[src/hdl/kpsc_pkg.sv]
package kpsc_pkg;

   localparam int COL_W = 4;
   localparam int ROW_W = 4;
   localparam int CHAR_W = 7;
   localparam int VAL_W = 16;
   localparam int KEY_W = 5;
   localparam int CSR_INDEX_W = 2;
   localparam int CSR_DATA_W = 16;

   // Configuration register indexes.
   localparam logic [CSR_INDEX_W-1:0] REG_DEBOUNCE = 2'd0;
   localparam logic [CSR_INDEX_W-1:0] REG_LIMIT = 2'd1;

   localparam logic [VAL_W-1:0] DEBOUNCE_RESET = 16'd5;
   localparam logic [VAL_W-1:0] LIMIT_RESET = 16'd600;

   // Scan phase codes.
   localparam logic [2:0] PH_IDLE = 3'd0;
   localparam logic [2:0] PH_WAIT = 3'd1;
   localparam logic [2:0] PH_ROW0 = 3'd2;
   localparam logic [2:0] PH_ROW1 = 3'd3;
   localparam logic [2:0] PH_ROW2 = 3'd4;
   localparam logic [2:0] PH_ROW3 = 3'd5;

   localparam logic [KEY_W-1:0] KEY_NONE = 5'd0;

   localparam logic [CHAR_W-1:0] KC_ZERO = 7'h30;
   localparam logic [CHAR_W-1:0] KC_NINE = 7'h39;
   localparam logic [CHAR_W-1:0] KC_A = 7'h41;
   localparam logic [ROW_W-1:0] DRIVE_ALL = 4'hF;

   typedef struct packed {
      logic [2:0]       phase;
      logic [VAL_W-1:0] wait_count;
      logic [KEY_W-1:0] found_key;
      logic [VAL_W-1:0] entry;
      logic [VAL_W-1:0] setpoint;
   } state_type;

   typedef struct packed {
      logic [VAL_W-1:0] debounce_ticks;
      logic [VAL_W-1:0] entry_limit;
   } cfg_type;

   typedef struct packed {
      logic [ROW_W-1:0]  row_drive;
      logic              key_valid;
      logic [CHAR_W-1:0] key_char;
      logic [VAL_W-1:0]  entry_value;
      logic [VAL_W-1:0]  setpoint;
      logic              setpoint_update;
   } result_type;

   // ASCII of the key at row * 4 + column.
   function automatic logic [CHAR_W-1:0] key_ascii(input logic [3:0] code);
      logic [CHAR_W-1:0] c;
      begin
         case (code)
            4'd0: c = 7'h44;  // D
            4'd1: c = 7'h43;  // C
            4'd2: c = 7'h42;  // B
            4'd3: c = 7'h41;  // A
            4'd4: c = 7'h23;  // #
            4'd5: c = 7'h39;  // 9
            4'd6: c = 7'h36;  // 6
            4'd7: c = 7'h33;  // 3
            4'd8: c = 7'h30;  // 0
            4'd9: c = 7'h38;  // 8
            4'd10: c = 7'h35; // 5
            4'd11: c = 7'h32; // 2
            4'd12: c = 7'h2A; // *
            4'd13: c = 7'h37; // 7
            4'd14: c = 7'h34; // 4
            4'd15: c = 7'h31; // 1
            default: c = 7'h00;
         endcase
         return c;
      end
   endfunction

endpackage

[src/hdl/kpsc_step.sv]
module kpsc_step (
   input  kpsc_pkg::state_type                 cur,
   input  kpsc_pkg::cfg_type                   cfg,
   input  logic [kpsc_pkg::COL_W-1:0]          cols,
   output kpsc_pkg::state_type                 nxt,
   output kpsc_pkg::result_type                res
);

   logic [1:0]                     row;
   logic [1:0]                     col;
   logic                           hit;
   logic [kpsc_pkg::KEY_W-1:0]     final_key;
   logic [kpsc_pkg::CHAR_W-1:0]    ch;
   logic [3:0]                     digit;
   logic [kpsc_pkg::VAL_W+3:0]     grown;
   logic [2:0]                     row_off;

   always_comb begin
      row = 2'(cur.phase - kpsc_pkg::PH_ROW0);
      hit = 1'b1;
      col = 2'd0;
      case (cols)
         4'h1: col = 2'd0;
         4'h2: col = 2'd1;
         4'h4: col = 2'd2;
         4'h8: col = 2'd3;
         default: hit = 1'b0;
      endcase
      final_key = hit ? {1'b1, row, col} : cur.found_key;
      ch = kpsc_pkg::key_ascii(final_key[3:0]);
      digit = 4'(ch - kpsc_pkg::KC_ZERO);
      // Times ten as two shifted copies.
      grown = {3'b000, cur.entry, 1'b0} + {1'b0, cur.entry, 3'b000} + 20'(digit);
   end

   always_comb begin
      nxt = cur;
      res = '0;
      case (cur.phase)
         kpsc_pkg::PH_WAIT: begin
            if (cur.wait_count < cfg.debounce_ticks) begin
               nxt.wait_count = cur.wait_count + 16'd1;
            end else if (cols == '0) begin
               nxt.phase = kpsc_pkg::PH_IDLE;
            end else begin
               nxt.found_key = kpsc_pkg::KEY_NONE;
               nxt.phase = kpsc_pkg::PH_ROW0;
            end
         end
         kpsc_pkg::PH_ROW0, kpsc_pkg::PH_ROW1, kpsc_pkg::PH_ROW2: begin
            nxt.found_key = final_key;
            nxt.phase = cur.phase + 3'd1;
         end
         kpsc_pkg::PH_ROW3: begin
            // The scan is over: report the last row that decoded.
            if (final_key[kpsc_pkg::KEY_W-1]) begin
               res.key_valid = 1'b1;
               res.key_char = ch;
               if (ch inside {[kpsc_pkg::KC_ZERO:kpsc_pkg::KC_NINE]}) begin
                  if (grown >= {4'b0000, cfg.entry_limit}) begin
                     nxt.entry = cfg.entry_limit;
                  end else begin
                     nxt.entry = grown[kpsc_pkg::VAL_W-1:0];
                  end
               end else if (ch == kpsc_pkg::KC_A) begin
                  nxt.setpoint = cur.entry;
                  nxt.entry = '0;
                  res.setpoint_update = 1'b1;
               end
            end
            nxt.found_key = kpsc_pkg::KEY_NONE;
            nxt.phase = kpsc_pkg::PH_IDLE;
         end
         default: begin
            nxt.phase = kpsc_pkg::PH_IDLE;
            if (cols != '0) begin
               nxt.wait_count = '0;
               nxt.phase = kpsc_pkg::PH_WAIT;
            end
         end
      endcase

      row_off = nxt.phase - kpsc_pkg::PH_ROW0;
      if (nxt.phase inside {[kpsc_pkg::PH_ROW0:kpsc_pkg::PH_ROW3]}) begin
         res.row_drive = 4'b0001 << row_off[1:0];
      end else begin
         res.row_drive = kpsc_pkg::DRIVE_ALL;
      end
      res.entry_value = nxt.entry;
      res.setpoint = nxt.setpoint;
   end

endmodule

[src/hdl/keypad_scanner_numeric_entry.sv]
// 4x4 matrix keypad scanner with decimal entry. Each transfer on the req
// channel is one tick of column samples; each produces exactly one rsp
// transfer with the row drive to apply next, any key found by a completed
// scan, and the entry and setpoint values. One tick is taken every clock
// cycle unless the rsp channel back-pressures; a tick's result goes from the input
// register through the scan step into the result register. Registers are
// written through the csr channel, which is always ready: index 0 is the
// debounce time in ticks, index 1 the entry ceiling; other indexes are
// ignored. Write them only while no ticks are in flight.
module keypad_scanner_numeric_entry (
   input  logic                                clock,
   input  logic                                reset,
   input  logic                                req_valid,
   output logic                                req_ready,
   input  logic [kpsc_pkg::COL_W-1:0]          req_column_sense,
   output logic                                rsp_valid,
   input  logic                                rsp_ready,
   output logic [kpsc_pkg::ROW_W-1:0]          rsp_row_drive,
   output logic                                rsp_key_valid,
   output logic [kpsc_pkg::CHAR_W-1:0]         rsp_key_char,
   output logic [kpsc_pkg::VAL_W-1:0]          rsp_entry_value,
   output logic [kpsc_pkg::VAL_W-1:0]          rsp_setpoint,
   output logic                                rsp_setpoint_update,
   input  logic                                csr_valid,
   output logic                                csr_ready,
   input  logic [kpsc_pkg::CSR_INDEX_W-1:0]    csr_index,
   input  logic [kpsc_pkg::CSR_DATA_W-1:0]     csr_data
);

   logic                         in_valid_ff;
   logic [kpsc_pkg::COL_W-1:0]   in_cols_ff;
   logic                         rsp_valid_ff;
   kpsc_pkg::result_type         rsp_ff;
   kpsc_pkg::state_type          st_ff;
   kpsc_pkg::state_type          st_in;
   kpsc_pkg::result_type         res_in;
   kpsc_pkg::cfg_type            cfg_ff;
   logic                         advance;

   assign advance = in_valid_ff && (!rsp_valid_ff || rsp_ready);
   assign req_ready = !in_valid_ff || advance;
   assign csr_ready = 1'b1;

   kpsc_step u_step (
      .cur  (st_ff),
      .cfg  (cfg_ff),
      .cols (in_cols_ff),
      .nxt  (st_in),
      .res  (res_in)
   );

   always_ff @(posedge clock) begin
      if (reset) begin
         in_valid_ff <= 1'b0;
         rsp_valid_ff <= 1'b0;
         st_ff <= '{phase: kpsc_pkg::PH_IDLE, wait_count: '0,
                    found_key: kpsc_pkg::KEY_NONE, entry: '0, setpoint: '0};
         cfg_ff <= '{debounce_ticks: kpsc_pkg::DEBOUNCE_RESET,
                     entry_limit: kpsc_pkg::LIMIT_RESET};
      end else begin
         if (req_ready) begin
            in_valid_ff <= req_valid;
         end
         if (advance) begin
            rsp_valid_ff <= 1'b1;
            st_ff <= st_in;
         end else if (rsp_ready) begin
            rsp_valid_ff <= 1'b0;
         end
         if (csr_valid) begin
            case (csr_index)
               kpsc_pkg::REG_DEBOUNCE: cfg_ff.debounce_ticks <= csr_data;
               kpsc_pkg::REG_LIMIT: cfg_ff.entry_limit <= csr_data;
               default: ;
            endcase
         end
      end
   end

   always_ff @(posedge clock) begin
      if (req_valid && req_ready) begin
         in_cols_ff <= req_column_sense;
      end
      if (advance) begin
         rsp_ff <= res_in;
      end
   end

   assign rsp_valid = rsp_valid_ff;
   assign rsp_row_drive = rsp_ff.row_drive;
   assign rsp_key_valid = rsp_ff.key_valid;
   assign rsp_key_char = rsp_ff.key_char;
   assign rsp_entry_value = rsp_ff.entry_value;
   assign rsp_setpoint = rsp_ff.setpoint;
   assign rsp_setpoint_update = rsp_ff.setpoint_update;

endmodule
[config.mk]
export PLATFORM = sky130hd
export DESIGN_NAME = keypad_scanner_numeric_entry
export DESIGN_NICKNAME = d
export VERILOG_FILES = /design/src/hdl/kpsc_pkg.sv /design/src/hdl/kpsc_step.sv /design/src/hdl/keypad_scanner_numeric_entry.sv
export SDC_FILE = /design/constraint.sdc
export NUM_CORES = 1
export LEC_CHECK = 0
export BUFFER_PORTS_ARGS = -buffer_cell sky130_fd_sc_hd__clkbuf_2
export CORE_AREA = 2 2 96 190
export DETAILED_ROUTE_END_ITERATION = 7
export DIE_AREA = 0 0 98 192
export PLACE_DENSITY = 0.72
export SKIP_LAST_GASP = 1
export SLEW_MARGIN = 20
export SYNTH_ARGS = -nofsm -noshare
export SYNTH_HDL_FRONTEND = slang
export SYNTH_SLANG_ARGS = --single-unit
[constraint.sdc]
create_clock -name clock -period 18.1 [get_ports clock]
set_input_delay 1.81 -clock clock [delete_from_list [all_inputs] [get_ports clock]]
set_output_delay 1.81 -clock clock [all_outputs]
set_load 0.05 [all_outputs]
==> results_tabular.tex, run 1 <==
\begin{tabular}{lr}
\hline
Metric & Value \\
\hline
\multicolumn{2}{l}{\textbf{Placed design}} \\
Count of port buffers added during placement & 73 \\
HPWL reported at the end of detailed placement & 14.0 mm \\
Cell count after placement & 1063 \\
Final estimated routing congestion in global placement & 0.906 \\
\multicolumn{2}{l}{\textbf{Final layout}} \\
Non-filler instance count after layout & 1095 \\
Most common cell after layout, fill and taps aside & nand2\_1 \\
Area growth, synth to finish & 14.2\% \\
ANT cells & 0 \\
Net total in the final layout & 974 \\
Top library cells by usage in the layout, fill and taps aside & 116 x nand2\_1, 90 x dfxtp\_1, 77 x a21oi\_1, 73 x ha\_1, 73 x clkbuf\_2 \\
Share of post-route cells with drive strength above 1 & 14.4\% \\
Final core occ & 50.8\% \\
\multicolumn{2}{l}{\textbf{Critical path}} \\
Buf+Inv Stages, Crit Path & 2 \\
Crit-path leading delay family & compound AO/OA/AOI/OAI gates \\
Arrival time of data at the critical path endpoint & 7.74 ns \\
Longest individual stage delay on the worst path & 0.81 ns \\
Launching element type of the critical path & flip-flop \\
Launch point of the worst path & in\_cols\_ff[1] \\
Launching point of the worst reg2reg path & in\_cols\_ff[1] \\
Worst Path Required & 18.29 ns \\
WS Path Type & flip-flop to flip-flop \\
Category of the worst setup path capture point & flip-flop \\
Critical-path maximum fanout & 16 \\
Highest-delay cell along the critical path & mux2i\_1 \\
\multicolumn{2}{l}{\textbf{Clock tree}} \\
Clock slew at the register clock pins of the worst setup and hold paths & 0.07 ns \\
Count of instances resized after the clock tree is built & 0 \\
Post-CTS Setup Inserts & 0 \\
Num CTS Buffers & 17 \\
Root buf cell & clkbuf\_16 \\
Hold-fix buffers, CTS & 0 \\
Longest Clk Path Bufs & 2 \\
CTS Sinks & 139 \\
Worst skew pair latency & 0.44 ns \\
CTS tree & yes \\
H-tree depth & 4 \\
\multicolumn{2}{l}{\textbf{GRT}} \\
Initial antenna violation count & 0 \\
Global route overflow & 0 \\
Largest net degree at the start of global routing & 61 \\
Vias in the first global route & 5950 \\
Total global routing track utilization & 20.2\% \\
Wire length of the first global-routing pass & 29.7 mm \\
\multicolumn{2}{l}{\textbf{Timing}} \\
Final Critical Period & 7.56 ns \\
RSZ-0062 raised after global routing & false \\
Final period utilization & 41.7\% \\
\# setup viols final & 0 \\
Worst slew margin relative to its limit & 36.4\% \\
Setup clock skew after layout & 0.0113 ns \\
Final hold violations & 0 \\
Peak Freq & 0.132 GHz \\
Slew of the pin with the lowest slew margin & 0.927 ns \\
Setup Total Neg Slack & 0 ns \\
Max-slew violations & 0 \\
\multicolumn{2}{l}{\textbf{Synth}} \\
Syn. warnings & 0 \\
Flop and latch count out of synthesis & 139 \\
Unique cell type count in the Yosys netlist & 67 \\
FFs w/ async S/R, synth & 0\% \\
Cell Area, Synth & 7680 sq um \\
EDFF count, synth & 49 \\
Synth Net Count & 913 \\
Cell count after synthesis & 811 \\
Proportion of synthesized chip area in sequential cells & 42.6\% \\
Primary flip-flop cell chosen by synthesis mapping & dfxtp\_1 \\
Synthesized area per cell & 9.48 sq um \\
\multicolumn{2}{l}{\textbf{Routing}} \\
Number of optimization iterations in the first detailed-route pass & 5 \\
Total Wirelength & 18.6 mm \\
Mean number of vias per cell & 5.55 \\
Remaining design rule violation count & 0 \\
DRC marker count from the first detailed-route iteration & 246 \\
Antenna viol nets, final & 0 \\
Routed via count & 6082 \\
Average wire length per cell after detail routing & 17.0 um \\
\multicolumn{2}{l}{\textbf{Floorplanning}} \\
Effective utilization at floorplan & 44.5\% \\
Die Height & 192 um \\
Die Wd & 98 um \\
Die Outline Area & 18800 sq um \\
Count of pins on the block boundary & 75 \\
Core footprint & 17300 sq um \\
Placement row count & 68 \\
\multicolumn{2}{l}{\textbf{Power}} \\
Worst ir drop on vdd & 55.7 uV \\
Power Dens Cells & 86.0 nW/um\^{}2 \\
Overall Power & 755 uW \\
Leak pwr & 0.00384 uW \\
\multicolumn{2}{l}{\textbf{Flow run}} \\
Number of maximum-capacitance violations & 0 \\
\multicolumn{2}{l}{\textbf{Worst hold path}} \\
Class of the tightest hold or removal check & flip-flop to flip-flop \\
Start point of the worst min-delay path & st\_ff[14] \\
\multicolumn{2}{l}{\textbf{Outcome}} \\
Result of the run & finished clean \\
\hline
\end{tabular}
synth_stat cells, drive strengths merged (3+ instances only):
| library cell | n | area, sq um |
|---|---|---|
| a211oi | 8 | 60.1 |
| inv | 54 | 203 |
| nand2 | 116 | 435 |
| a21oi | 77 | 385 |
| nor2 | 54 | 203 |
| o31ai | 3 | 22.5 |
| nand3b | 3 | 22.5 |
| nand3 | 5 | 25.0 |
| o2111ai | 6 | 52.6 |
| nand4 | 8 | 50.1 |
| and2 | 6 | 37.5 |
| nor4 | 4 | 46.3 |
| ha | 73 | 913 |
| nand2b | 8 | 57.6 |
| o21ai | 34 | 170 |
| o22ai | 7 | 43.8 |
| nor3b | 5 | 37.5 |
| or2 | 3 | 18.8 |
| dfxtp | 90 | 1800 |
| o211ai | 11 | 82.6 |
| xor2 | 22 | 193 |
| nor2b | 5 | 31.3 |
| a21o | 14 | 105 |
| buf | 13 | 100 |
| a211o | 8 | 70.1 |
| and3 | 4 | 25.0 |
| clkbuf | 24 | 90.1 |
| nor3 | 6 | 41.3 |
| mux2 | 17 | 195 |
| o2bb2ai | 16 | 140 |
| mux2i | 22 | 224 |
| edfxtp | 49 | 1470 |
| xnor2 | 8 | 70.1 |
layer usage:
layer  track usage (%)  wire [um]  vias up
li1                  -          -     3013
met1              19.6       6620     2886
met2              39.1      10500      143
met3              2.91        569       40
met4              12.4        833        0
met5                 0          0        -
final cells by class:
cell class / count / area (sq um)
fillers: 1606 / 8490
multi-input cells: 581 / 4030
flip-flops and latches: 139 / 3270
clock buffers: 17 / 425
repair buffers: 79 / 410
well taps: 210 / 263
inverters: 54 / 203
clock inverters: 15 / 174
where the power goes:
| group | total [uW] | internal (uW) | leakage, uW | switching (uW) |
|---|---|---|---|---|
| Combinational | 63.5 | 19.0 | 0.00236 | 44.6 |
| Sequential | 336 | 331 | 0.00119 | 5.10 |
| Clock | 356 | 207 | 0.000287 | 148 |
kinds of logic (layout without fill, tap and decap cells):
group           count (synthesis)  in the layout  synth area share (%)
fa+ha+maj                      76             76                  12.6
other cells                     1              1                0.0488
flops                         139            139                  42.6
xor+xnor                       30             30                  3.42
buf+inv                        91            165                  5.11
simple gates                  236            236                  14.4
compound gates                199            199                  16.4
mux                            39             39                  5.45
registers in the layout (all words and copies together), names as in the netlist:
| name | flops |
|---|---|
| st_ff | 56 |
| cfg_ff | 32 |
| rsp_entry_value | 16 |
| rsp_setpoint | 16 |
| rsp_key_char | 7 |
| in_cols_ff | 4 |
| rsp_row_drive | 4 |
| in_valid_ff | 1 |
| rsp_key_valid | 1 |
| rsp_setpoint_update | 1 |
| rsp_valid | 1 |
worst register-to-register path, cell delays in order, from the launching register on:
cell and delay [ns]:
edfxtp_1 0.51, o31a_1 0.37, nor3_4 0.28, mux2i_1 0.81, xor2_1 0.21, a221oi_2 0.35, inv_1 0.09, ha_1 0.29
ha_1 0.24, fa_1 0.43, a211oi_1 0.29, o21bai_1 0.12, a21oi_1 0.33, o21ai_1 0.20, a21o_1 0.23, a21oi_1 0.21
xnor2_1 0.12, ha_1 0.20, a211oi_1 0.23, nor2_1 0.07, a21oi_1 0.11, o211ai_1 0.11, or4b_1 0.56, nor4_4 0.22
buf_4 0.32, mux2i_1 0.32, o21ai_1 0.09
path summary, 6_finish.rpt:
path,endpoint,slack (ns),cells after the start
max,rsp_entry_value[6],10.54,26
min,st_ff[14],0.45,2
max reg2reg,rsp_entry_value[6],10.54,26
min reg2reg,st_ff[14],0.45,2
metrics by stage:
step	instance area (sq um)	worst slack (ns)	hold WS, ns
CTS	8770	10.52	0.454
floorplan	7680	11.49	0.428
global placement	8170	10.87	0.438
global route	8780	9.97	0.478
detailed placement	8170	10.59	0.445
finish	8780	10.54	0.453
No activity file was read; power rests on OpenSTA's default activity.
==> run 2, diff against run 1 <==
PLACE_DENSITY = 0.75   (was 0.72)
clock period = 6.93 ns   (was 18.1 ns; I/O delays follow)
==> results_tabular.tex, run 2 (synthesized netlist as in run 1, its figures left out) <==
\begin{tabular}{lr}
\hline
Metric & Value \\
\hline
\multicolumn{2}{l}{\textbf{Outcome}} \\
Result of the run & finished clean \\
\multicolumn{2}{l}{\textbf{Placed design}} \\
HPWL reported at the end of detailed placement & 14.1 mm \\
Final estimated routing congestion in global placement & 0.913 \\
Post-Place Cell Area & 8230 sq um \\
Worst slack at placement & 0.185 ns \\
Count of port buffers added during placement & 73 \\
Cell count after placement & 1069 \\
\multicolumn{2}{l}{\textbf{Clock tree}} \\
Worst skew pair latency & 0.44 ns \\
H-tree depth & 4 \\
Longest Clk Path Bufs & 2 \\
Num CTS Buffers & 17 \\
CTS Sinks & 139 \\
Clock slew at the register clock pins of the worst setup and hold paths & 0.07 ns \\
Root buf cell & clkbuf\_16 \\
CTS tree & yes \\
\multicolumn{2}{l}{\textbf{Final layout}} \\
Most common cell after layout, fill and taps aside & nand2\_1 \\
Register with the most flip-flops & st\_ff \\
Final core occ & 52.1\% \\
Top library cells by usage in the layout, fill and taps aside & 116 x nand2\_1, 90 x dfxtp\_1, 76 x a21oi\_1, 74 x clkbuf\_2, 73 x ha\_1 \\
Sequential standard cell area & 3270 sq um \\
Area growth, synth to finish & 17.1\% \\
Fill count & 1530 \\
Share of post-route cells with drive strength above 1 & 17.2\% \\
Final cell area excluding filler cells & 9000 sq um \\
Regs by FF count & st\_ff x56, cfg\_ff x32 \\
Net total in the final layout & 990 \\
Flip-flop count of the largest register after layout & 56 \\
Non-filler instance count after layout & 1112 \\
Multi-input gate area & 4090 sq um \\
\multicolumn{2}{l}{\textbf{Timing}} \\
Final hold violations & 0 \\
Peak Freq & 0.150 GHz \\
Setup clock skew after layout & 0.0111 ns \\
Slew of the pin with the lowest slew margin & 1.11 ns \\
\# setup viols final & 0 \\
Least setup slack across all paths after layout & 0.278 ns \\
Worst slew margin relative to its limit & 25.4\% \\
Final period utilization & 96.0\% \\
Max-slew violations & 0 \\
Final Critical Period & 6.65 ns \\
Setup Total Neg Slack & 0 ns \\
\multicolumn{2}{l}{\textbf{Power}} \\
Power Dens Cells & 221 nW/um\^{}2 \\
Leak pwr & 0.00392 uW \\
Worst ir drop on vdd & 179 uV \\
\multicolumn{2}{l}{\textbf{Routing}} \\
DRC marker count from the first detailed-route iteration & 314 \\
Average wire length per cell after detail routing & 17.4 um \\
Antenna viol nets, final & 0 \\
Routed via count & 6309 \\
Mean number of vias per cell & 5.67 \\
Total Wirelength & 19.3 mm \\
Remaining design rule violation count & 0 \\
Number of optimization iterations in the first detailed-route pass & 5 \\
\multicolumn{2}{l}{\textbf{GRT}} \\
Wire length of the first global-routing pass & 29.8 mm \\
Global route overflow & 0 \\
Largest net degree at the start of global routing & 70 \\
Total global routing track utilization & 20.3\% \\
Initial antenna violation count & 1 \\
Vias in the first global route & 6045 \\
\multicolumn{2}{l}{\textbf{Critical path}} \\
Critical-path maximum fanout & 11 \\
Arrival time of data at the critical path endpoint & 6.83 ns \\
WS Path Type & flip-flop to flip-flop \\
Launching element type of the critical path & flip-flop \\
Category of the worst setup path capture point & flip-flop \\
Highest-delay cell along the critical path & or4b\_1 \\
Worst Path Required & 7.11 ns \\
Longest individual stage delay on the worst path & 0.58 ns \\
\multicolumn{2}{l}{\textbf{Floorplanning}} \\
Die Outline Area & 18800 sq um \\
Placement row count & 68 \\
Die Height & 192 um \\
Core footprint & 17300 sq um \\
Die Wd & 98 um \\
Effective utilization at floorplan & 44.5\% \\
Count of pins on the block boundary & 75 \\
\multicolumn{2}{l}{\textbf{Worst hold path}} \\
Class of the tightest hold or removal check & primary input to flip-flop \\
\multicolumn{2}{l}{\textbf{Flow run}} \\
Number of maximum-capacitance violations & 0 \\
\hline
\end{tabular}
## run 2: changes by cell type in the layout (fill, tap and decap cells not counted), moves of 2 or more
cell,before,now
a211oi_1,8,6
mux2i_1,21,16
o21ai_2,0,3
inv_8,3,5
mux2i_2,1,5
o21ai_1,20,17
buf_4,6,18
a211oi_2,0,2
inv_6,5,3
## run 2: area by class of cell
type                    instances  share of cell area (%)
well taps                     210                    2.92
multi-input cells             581                    45.5
repair buffers                 95                    6.26
clock inverters                15                    1.99
inverters                      54                    2.25
flip-flops and latches        139                    36.4
clock buffers                  17                    4.73
diodes                          1                  0.0278
## run 2: worst paths after layout
kind / slack [ns] / from / cells after the start / to
setup / recovery: 0.28 / in_cols_ff[3] / 29 / rsp_entry_value[3]
hold / removal: 0.43 / req_column_sense[3] / 1 / in_cols_ff[3]
setup reg to reg: 0.28 / in_cols_ff[3] / 29 / rsp_entry_value[3]
hold reg to reg: 0.45 / st_ff[7] / 2 / st_ff[7]
## run 2: worst max-delay path, delay by kind of cell (launching register included)
family / cells / cell delay, ns
multiplexers: 4 / 1.05
XOR/XNOR: 1 / 0.10
adder cells (fa/ha/maj): 4 / 0.99
AO/OA/AOI/OAI: 11 / 1.83
flip-flops: 1 / 0.46
AND/OR/NAND/NOR: 4 / 1.10
buffers and inverters: 5 / 0.84
## run 2: stage by stage
| stage | hold WS [ns] | total power [uW] |
|---|---|---|
| 6_report | 0.427 | 1990 |
| 3_3_place_gp | 0.438 | 1060 |
| 5_1_grt | 0.421 | 2050 |
| 2_1_floorplan | 0.428 | 1010 |
| 3_5_place_dp | 0.446 | 1060 |
| 4_1_cts | 0.420 | 1990 |
## run 2: metal layers
| metal | vias to the layer above | GRT usage [%] | share of wire (%) |
|---|---|---|---|
| li1 | 3036 | - | - |
| met3 | 76 | 2.98 | 3.9 |
| met1 | 2995 | 19.2 | 34 |
| met4 | 0 | 14.4 | 6.5 |
| met5 | - | 0 | 0 |
| met2 | 202 | 38.9 | 55 |
## run 2: power breakdown
| part | leakage [uW] | internal (uW) | switching [uW] |
|---|---|---|---|
| clock network | 0.000290 | 544 | 393 |
| logic | 0.00243 | 55.7 | 121 |
| registers | 0.00119 | 863 | 13.3 |
## run 2: repair_timing
| item | in CTS | in global routing |
|---|---|---|
| endpoints found under the setup margin | 0 | 32 |
| hold buffers | 0 | 0 |
| resized for setup | 0 | 15 |
| buffers inserted | 0 | 9 |
